[config.mk]
export PLATFORM = sky130hd
export DESIGN_NAME = clni_event_unit
export DESIGN_NICKNAME = d
export VERILOG_FILES = /design/src/design/clni_pkg.sv /design/src/design/clni_event_unit.sv
export SDC_FILE = /design/constraint.sdc
export NUM_CORES = 1
export LEC_CHECK = 0
export BUFFER_PORTS_ARGS = -buffer_cell sky130_fd_sc_hd__buf_4
export CELL_PAD_IN_SITES_DETAIL_PLACEMENT = 0
export CELL_PAD_IN_SITES_GLOBAL_PLACEMENT = 1
export CORE_MARGIN = 3
export CORE_UTILIZATION = 20
export DETAILED_ROUTE_END_ITERATION = 8
export PLACE_DENSITY = 0.84
export SLEW_MARGIN = 25
export SYNTH_ARGS = -nofsm -noshare
export SYNTH_HDL_FRONTEND = slang
export SYNTH_SLANG_ARGS = --single-unit
[constraint.sdc]
create_clock -name vclk -period 1.1
set_input_delay 0 -clock vclk [all_inputs]
set_output_delay 0 -clock vclk [all_outputs]
set_load 0.01 [all_outputs]
[src/design/clni_pkg.sv]
// ----------------------------------------------------------------------------
// clni_pkg
// Types, codes and constants shared by the character LCD nibble interface.
// ----------------------------------------------------------------------------
package clni_pkg;

    localparam int HOLD_W    = 24;
    localparam int CFG_IDX_W = 4;
    localparam int CFG_DAT_W = 24;

    localparam logic [HOLD_W-1:0] HOLD_MAX = 24'hFFFFFF;

    // register reset values
    localparam logic [23:0] RST_POWER_UP_WAIT   = 24'd200000;
    localparam logic [23:0] RST_NIBBLE_WAIT     = 24'd250;
    localparam logic [23:0] RST_POST_WRITE_WAIT = 24'd5000;
    localparam logic [7:0]  RST_ENABLE_WIDTH    = 8'd1;

    // init sequence constants
    localparam logic [3:0] NIB_INIT_A = 4'h3;
    localparam logic [3:0] NIB_INIT_B = 4'h2;
    localparam logic [7:0] CMD_CLEAR  = 8'h01;
    localparam logic [7:0] CMD_FUNC   = 8'h28;
    localparam logic [7:0] CMD_DISP   = 8'h0C;
    localparam logic [7:0] CMD_ENTRY  = 8'h06;

    typedef enum logic [1:0] {
        OP_CMD  = 2'd0,
        OP_DATA = 2'd1,
        OP_INIT = 2'd2,
        OP_NONE = 2'd3
    } t_op;

    typedef enum logic [CFG_IDX_W-1:0] {
        REG_POWER_UP_WAIT   = 4'd0,
        REG_NIBBLE_WAIT     = 4'd1,
        REG_POST_WRITE_WAIT = 4'd2,
        REG_ENABLE_WIDTH    = 4'd3
    } t_reg_idx;

    typedef enum logic [1:0] {
        ST_IDLE,
        ST_POWER,
        ST_NIBBLE,
        ST_BYTE
    } t_state;

    typedef struct packed {
        logic [23:0] power_up_wait;
        logic [23:0] nibble_wait;
        logic [23:0] post_write_wait;
        logic [7:0]  enable_width;
    } t_cfg;

    typedef struct packed {
        t_state      state;
        logic [1:0]  idx;
        logic [1:0]  sub;
        logic        init;
        logic [7:0]  byte_val;
        logic        byte_rs;
        logic        rs_level;
    } t_step;

    typedef struct packed {
        logic [3:0]        nibble;
        logic              rs;
        logic              en;
        logic [HOLD_W-1:0] hold;
        logic              last;
    } t_event;

    function automatic logic [7:0] init_cmd(input logic [1:0] idx);
        logic [7:0] cmd;
        unique case (idx)
            2'd0: cmd = CMD_FUNC;
            2'd1: cmd = CMD_DISP;
            2'd2: cmd = CMD_CLEAR;
            2'd3: cmd = CMD_ENTRY;
            default: cmd = CMD_FUNC;
        endcase
        return cmd;
    endfunction

endpackage

[src/design/clni_event_unit.sv]
// ----------------------------------------------------------------------------
// clni_event_unit
// Shared event generator: pin levels and saturated hold for one sequencer step.
// ----------------------------------------------------------------------------
module clni_event_unit
    import clni_pkg::*;
#(
    parameter int TIMER_WIDTH = 24
) (
    input  t_step  i_step,
    input  t_cfg   i_cfg,
    output t_event o_event
);

    localparam logic [HOLD_W:0] HOLD_LIMIT = (TIMER_WIDTH >= HOLD_W) ?
        {1'b0, HOLD_MAX} : (HOLD_W+1)'((33'd1 << TIMER_WIDTH) - 33'd1);

    logic [HOLD_W:0] raw_hold;
    logic            is_clear;

    always_comb begin
        o_event  = '0;
        raw_hold = '0;
        is_clear = !i_step.byte_rs && (i_step.byte_val == CMD_CLEAR);
        unique case (i_step.state)
            ST_POWER: begin
                o_event.nibble = 4'h0;
                o_event.rs     = i_step.rs_level;
                o_event.en     = 1'b0;
                raw_hold       = {1'b0, i_step.state == ST_POWER ? i_cfg.power_up_wait : 24'd0};
            end
            ST_NIBBLE: begin
                o_event.nibble = (i_step.idx == 2'd3) ? NIB_INIT_B : NIB_INIT_A;
                o_event.rs     = 1'b0;
                o_event.en     = ~i_step.sub[0];
                raw_hold       = i_step.sub[0] ? {1'b0, i_cfg.nibble_wait}
                                               : {17'd0, i_cfg.enable_width};
            end
            ST_BYTE: begin
                o_event.nibble = i_step.sub[1] ? i_step.byte_val[3:0] : i_step.byte_val[7:4];
                o_event.rs     = i_step.byte_rs;
                o_event.en     = ~i_step.sub[0];
                o_event.last   = (i_step.sub == 2'd3) && (!i_step.init || i_step.idx == 2'd3);
                unique case (i_step.sub)
                    2'd0, 2'd2: raw_hold = {17'd0, i_cfg.enable_width};
                    2'd1:       raw_hold = '0;
                    2'd3: begin
                        // clear command needs twice the settle time
                        raw_hold = is_clear ? {i_cfg.post_write_wait, 1'b0}
                                            : {1'b0, i_cfg.post_write_wait};
                    end
                    default:    raw_hold = '0;
                endcase
            end
            ST_IDLE: begin
                o_event = '0;
            end
            default: o_event = '0;
        endcase
        o_event.hold = (raw_hold > HOLD_LIMIT) ? HOLD_LIMIT[HOLD_W-1:0] : raw_hold[HOLD_W-1:0];
    end

endmodule

# Word-level counts from Yosys, hierarchy flattened
# Cells that the tools add are included.
[word_totals]
ff_bits = 0
[op_classes]
eq_ne = 8
n_reduce_logical = 8
bitwise = 1
n_lt_le_gt_ge = 1
mux = 9
[ops]
columns = ["cell", "n"]
rows = [
  ["$pmux W25 S3", 2],
  ["$mux W24", 2],
  ["$gt A25 B24 Y1 const B", 1],
  ["$mux W25", 1],
  ["$pmux W6 S4", 1],
  ["$eq A2 B2 Y1 const B", 5],
  ["$eq A8 B1 Y1 const B", 1],
  ["$eq A2 B1 Y1 const B", 2],
  ["$logic_not A2 Y1", 2],
  ["$mux W4", 1],
  ["$logic_and A1 B1 Y1", 2],
  ["$logic_not A1 Y1", 2],
  ["$mux W1", 2],
  ["$reduce_or A2 Y1", 1],
  ["$logic_or A1 B1 Y1", 1],
  ["$not A1 Y1", 1],
]

# Longest topological paths before layout
# Gate-level depths: netlist of the first run.
[logic_depth]
word_depth = 7
ltp_mapped = 7

# Worst setup path after synthesis of the first run
# OpenSTA, ideal clock, no wires.
[synth_timing]
path_type = "input-to-output"
from = "in i_step[4] (netlist bit)"
to = "out o_event[5] (netlist bit)"
path_buffers = 1
t_arrival_ps = 1136
cell_stages = 5
setup_slack_ps = -36
path_cell_list = "nor4_4 > and3_1 > buf_6 > mux2_2 > a21oi_1"
[synth_rtl]
columns = ["element", "line", "rtl"]
rows = [
  ["start, declared", "clni_event_unit.sv:10", "input t_step i_step,"],
  ["end, declared", "clni_event_unit.sv:12", "output t_event o_event"],
]

==> results.txt, run 1 <==
The flow ran to the end, but the final reports show violations. The final reports fail on negative setup slack. Of all cell types, the one taking the most synthesized area is sky130_fd_sc_hd__a22oi_1. The tools report the number of hold-slack violations in the final timing report as 0. Across the whole layout, storage elements account for 0 um^2. At the end of routability-driven placement, the weighted congestion stood at 0.819.

Setup violations remaining at the end of the flow were counted as 24. The setup path with the least slack is of type primary input to output port. The logs give 55 for the number of design-rule violations left by the first detailed-router iteration and 0.755 GHz for the fmax. Broken down by cell family, the worst path's largest delay share belongs to simple AND/OR/NAND/NOR gates.

The critical path goes through buf_8, nor4_4, and3_4, buf_4, buf_12, nor2_4, o31ai_2, buf_4. At the pin with the least slew margin, the transition time is 0.352 ns. The synthesized netlist occupies a cell area of 1000 um^2. During synthesis, Yosys emitted a total of 0 warnings.

STA classifies the critical path startpoint as a primary input. The net count after synthesis is 252, and the vias after detailed routing is 1,817. The dominant combinational cell family by area after synthesis is compound AO/OA/AOI/OAI gates.

The first TritonRoute pass finished after 4 iterations. The tools report the total number of placement rows as 25. Setup repair after global routing could not meet its margin everywhere. The width of the chip works out to 76.9 um.

The fraction of the cycle the final worst path needs is 120%, and the number of vias per cell is 5.09. Together, buffers and inverters on the worst path number 4. After synthesis, flip-flops and latches occupy 0% of the total area.

In this design, the stage delay of the slowest critical-path cell is 0.31 ns. The worst path required time was 1.10 ns; the number of sequential storage elements was 0. The area overhead of the layout relative to synthesis was 155%; the power per cell area was 337 nW/um^2. The die span in y came out at 76.9 um. The core outline area was 4790 um^2. The run gives 53.5% as the share of the core filled with cells. After synthesis, the cell types taking the most area are sky130_fd_sc_hd__a22oi_1 (16%), sky130_fd_sc_hd__o31ai_1 (15%), sky130_fd_sc_hd__nor3_1 (10%), sky130_fd_sc_hd__nor2_1 (8.6%), sky130_fd_sc_hd__mux2i_1 (7.0%). The summed negative setup slack over all endpoints is -4.34 ns, and the static power due to leakage is 1.16 nW. The final max-slew violation count was 0.

The tools report the largest net degree at the start of global routing as 22. After legalization and detailed placement, the total HPWL measured 4.12 mm. The tools report the number of antenna violations at the first check in global routing as 0. On the critical path, the stage with the largest delay is an instance of sky130_fd_sc_hd__and3_4. Max-cap violations in this run came to 0.

The quantity of I/O buffers inserted on ports was 128; the cts-stage hold buffer count was 0. Average size of a mapped cell: 6.48 um^2. Tracing the worst setup path back leads to its startpoint at i_step[4].

In the final layout, the share of cells above drive strength 1 is 74.8%. The synthesized-area fraction occupied by adder cells came out at 0%. STA classifies the critical path endpoint as an output port. The logs give -0.225 ns for the worst setup margin and 1.32 ns for the arrival time at the worst endpoint.

The tools report the number of diodes added for antenna fixing as 0. Of all nets on the critical path, the largest fanout is 5. The remaining max-slew budget at the tightest pin was 76.5%. The routed design could run at a clock period as short as 1.32 ns.

Excluding fillers, the count of instances in the completed layout stands at 357. In the post-synthesis netlist, the cell with the most instances is sky130_fd_sc_hd__nor2_1. The number of placed instances, taps included, is 350. The count of nets left with antenna violations once routing finished came out at 0. Prior to clock tree synthesis, the placed netlist has a worst setup slack of -0.315 ns. The detailed-route DRC error count is 0. The overall routing resource usage was 16.6%. The launch point of the worst hold path is i_step[10]. The logs give 5.62 mm for the final wirelength and 0.000863 W for the sum of internal, switching and leakage power. The net count of the finished layout was 389. The most prevalent standard cell on the critical path is sky130_fd_sc_hd__buf_4. The total overflow reported by the global router was 0. Initial cell density of the core: 21.0%. The synthesized netlist devotes 0% of its cell area to XOR and XNOR gates.

The maximum vdd ir drop is 0.000150 V, and the number of standard cells after synthesis is 155. 128 I/O pins were placed. The run gives 1,722 as the number of global-route vias before repair. For the wire length of the first global-routing pass, the log shows 8.34 mm. After synthesis, the most frequently instantiated cells are sky130_fd_sc_hd__nor2_1 (23), sky130_fd_sc_hd__a22oi_1 (21), sky130_fd_sc_hd__nor3_1 (20), sky130_fd_sc_hd__o31ai_1 (20), sky130_fd_sc_hd__clkbuf_1 (10).

The number of unique standard cell types used by synthesis was 34. The path class of the tightest hold or removal check is primary input to output port. The simple-gate portion of the synthesized area is 34.1%, and the top cell type's share of synthesized area is 15.7%.

Mux contribution to synthesized area: 8.09%. Die area: 5910 um^2. The mean routed wirelength per cell is 15.7 um. For the clock tree buffer count of the final layout, the log shows 0. The compound-cell area share of the yosys netlist was 45.1%. Counting the fill cells in the layout gives 492.
-- what timing repair did --
| action | in CTS | in global routing |
|---|---|---|
| endpoints found under the setup margin | 24 | 24 |
| gates resized for setup | 31 | 41 |
| gates cloned | 2 | 1 |
| pin swaps | 6 | 25 |
| buffers inserted | 4 | 1 |
-- through the flow --
stage	hold WS (ns)	instance area, um^2
finish	0.263	2560
global route	0.277	2560
CTS	0.261	2390
detailed placement	0.262	2160
global placement	0.259	2160
floorplan	0.0775	1070
-- power by group --
part           switching, W  internal (W)  total [W]  leakage, nW
sequential                0             0          0            0
combinational      0.000358      0.000506   0.000863         1.16
clock                     0             0          0            0
-- worst min-delay path, cell delays in order --
cell	delay [ns]
sky130_fd_sc_hd__buf_4	0.07
sky130_fd_sc_hd__a21oi_1	0.05
sky130_fd_sc_hd__buf_4	0.14
-- final cells by class --
class,count,area (um^2),share of cell area [%]
multi-input combinational,135,1200,47.0
timing repair buffer,154,1270,49.6
inverter,1,3.75,0.146
tap,67,83.8,3.27
-- cells in the final DEF, fill, tap and decap left out, drive strengths merged, types with 3 or more instances in the layout --
cell type	count
nor2	23
buf	153
o21ai	3
nor3	20
a21oi	4
mux2i	7
a22o	6
o31ai	20
nor2b	4
nand2	6
a22oi	21
nand3	4
-- cell families (layout without fill, tap and decap cells) --
family	count (synthesis)	in the layout
mux	8	8
buf+inv	20	155
simple gates	66	66
compound gates	61	61
-- routing by layer --
| layer | vias to the layer above | share of wire, % | GRT usage, % |
|---|---|---|---|
| met5 | - | 0 | 0 |
| met4 | 0 | 0.78 | 1.27 |
| met3 | 4 | 7.5 | 2.82 |
| met2 | 79 | 51 | 28.9 |
| met1 | 856 | 41 | 22.1 |
| li1 | 878 | - | - |
-- worst paths after layout --
check / to / cells after the start
max: o_event[10] / 8
min: o_event[0] / 3
No activity file was read; power rests on OpenSTA's default activity.
==> inputs of run 2 (changes only) <==
--- a/config.mk
+++ b/config.mk
@@ -7,11 +7,11 @@
 export LEC_CHECK = 0
 export BUFFER_PORTS_ARGS = -buffer_cell sky130_fd_sc_hd__buf_4
 export CELL_PAD_IN_SITES_DETAIL_PLACEMENT = 0
-export CELL_PAD_IN_SITES_GLOBAL_PLACEMENT = 1
+export CELL_PAD_IN_SITES_GLOBAL_PLACEMENT = 2
 export CORE_MARGIN = 3
-export CORE_UTILIZATION = 20
+export CORE_UTILIZATION = 14
 export DETAILED_ROUTE_END_ITERATION = 8
-export PLACE_DENSITY = 0.84
+export PLACE_DENSITY = 0.83
 export SLEW_MARGIN = 25
 export SYNTH_ARGS = -nofsm -noshare
 export SYNTH_HDL_FRONTEND = slang
==> results.txt, run 2 (synthesis results as in run 1) <==
The post-route standard cell area excluding fillers was 2390 um^2; the number of detailed-routing iterations run before antenna repair was 4. Summing over every cut layer, the via total after detailed routing is 1,738. The net count of the finished layout was 385.

For this design the ratio of total power to cell area is 348 nW/um^2. The worst-margin pin slew came out at 0.346 ns. The final layout contains routed wiring with a total length of 5.66 mm.

Number of global-route vias before repair: 1,810. The run gives 0 as the cts-stage hold buffer count. Setup repair after global routing could not meet its margin everywhere. After layout, the clock buffer instance count stands at 0. The first routing iteration left 85 violations. STA puts the critical path data required time at 1.10 ns. The run gives 754 as the total of fill cells in the finished design.

Across the run, the number of max-cap violations was 0. For this design the static power due to leakage is 1.10 nW. The width of the chip was 90.7 um. The detailed placer's ending HPWL is 4.59 mm. Counting I/O delays and the setup requirement, the final critical path takes 1.29 ns.

Relative to the synthesized area, the layout overhead comes to 138%. Measured against its own limit, the worst slew margin works out to 76.9%. After detailed routing, the number of vias per cell comes to 4.55. The detail route stage leaves a number of antenna-violating nets equal to 0. The final estimated routing congestion in global placement is 0.730, and the quantity of I/O buffers inserted on ports is 128. Of all nets on the critical path, the largest fanout is 5. Slowest cell on the critical path: sky130_fd_sc_hd__nor4_4. The tools report the sum of internal, switching and leakage power as 0.000833 W. The die span in y works out to 90.7 um.

Cells with a size suffix above 1 make up 67.5% of the layout. The post-placement cell area is 2200 um^2, and the peak per-stage delay on the critical path is 0.31 ns. The logs give 0 for the final max-slew violation count and 24 for the final-report setup violation count. The mean routed wirelength per cell was 14.8 um. The sort of element at the start of the critical path was a primary input. The most common cell after layout, fill and taps aside is sky130_fd_sc_hd__buf_4. In the final timing run, aggregate negative setup slack is -3.62 ns.

The worst setup path is captured at an output port. The core outline area was 6870 um^2; the number of sequential storage elements was 0. Walking the worst path, the cells encountered are buf_8, nor4_4, and3_4, buf_6, mux2i_2, o211ai_1, buf_4. The tools report the die area as 8230 um^2. For this run, the number of standard cells in the final layout without fillers is 382. Combined buffer and inverter count along the critical path: 3. The number of antenna violations at the first check in global routing was 0. At the worst endpoint, the arrival time is 1.29 ns. The number of hold-slack violations in the final timing report was 0. The overall routing resource usage came out at 12.7%. The initial cell density of the core is 14.6%. The run gives 0 as the number of diodes added for antenna fixing. The tools report the maximum vdd ir drop as 0.000144 V. The tools report the total overflow reported by the global router as 0. The logs give 0.777 GHz for the fmax and 24 for the largest net degree at the start of global routing.

The run finished, with violations left. Fraction of the cycle the final worst path needs: 117%. The wire length of the first global-routing pass came out at 8.88 mm. The kind of cell adding the most delay to the critical path was simple AND/OR/NAND/NOR gates.

The worst setup margin is -0.187 ns, and the I/O pin count is 128. Total area of sequential cells: 0 um^2. In this run, placement finished with an instance count of 379.

In the layout the commonest cells are sky130_fd_sc_hd__buf_4 (140), sky130_fd_sc_hd__nor2_1 (21), sky130_fd_sc_hd__a22oi_1 (21). The final reports fail on negative setup slack. The floorplan has 30 rows.

The critical path in this run is classified as primary input to output port. For this run, design rule violations remaining after detail routing come to 0. Path type of the worst min-delay path: primary input to output port.
## run 2: cell count changes in the layout (fill, tap and decap cells not counted), sizes merged
cell    delta
buf        -3
clkbuf     -1
## run 2: final cells by class
type / instances / area [um^2] / share of cell area (%)
Inverter: 1 / 3.75 / 0.157
Multi-Input combinational cell: 135 / 1070 / 45.0
Tap cell: 96 / 120 / 5.02
Timing Repair Buffer: 150 / 1190 / 49.9
## run 2: routing by layer
metal	routed length (um)	track usage, %	vias to the layer above
li1	-	-	870
met1	2510	16.6	796
met2	2740	22.9	72
met3	414	2.17	0
met4	0	0.383	0
met5	0	0	-
## run 2: tightest hold or removal path: cells and delay by family
| kind | cells | cell delay, ns |
|---|---|---|
| buffers and inverters | 2 | 0.22 |
| AOI/OAI and AO/OA | 1 | 0.05 |
## run 2: power by group
group          internal, W  switching [W]  leakage, nW  total, W
logic             0.000489       0.000344         1.10  0.000833
registers                0              0            0         0
clock network            0              0            0         0
total             0.000489       0.000344         1.10  0.000833
## run 2: worst paths after layout
kind                   start    endpoint  cells past startpoint
hold / removal    i_step[10]  o_event[0]                      3
setup / recovery   i_step[4]  o_event[6]                      7
## run 2: through the flow
| step | setup WS (ns) | utilization (%) | hold WS, ns |
|---|---|---|---|
| 4_1_cts | -0.208 | 33.8 | 0.261 |
| 5_1_grt | -0.282 | 34.8 | 0.282 |
| 2_1_floorplan | -0.00183 | - | 0.0775 |
| 3_5_place_dp | -0.318 | 32.0 | 0.261 |
| 6_report | -0.187 | 34.8 | 0.261 |
| 3_3_place_gp | -0.283 | 32.0 | 0.262 |
## run 2: timing repair
item	CTS	global route
gates cloned	1	0
setup buffers	2	0
pin swaps	9	6
gates resized for setup	25	15
setup endpoints to repair	24	24
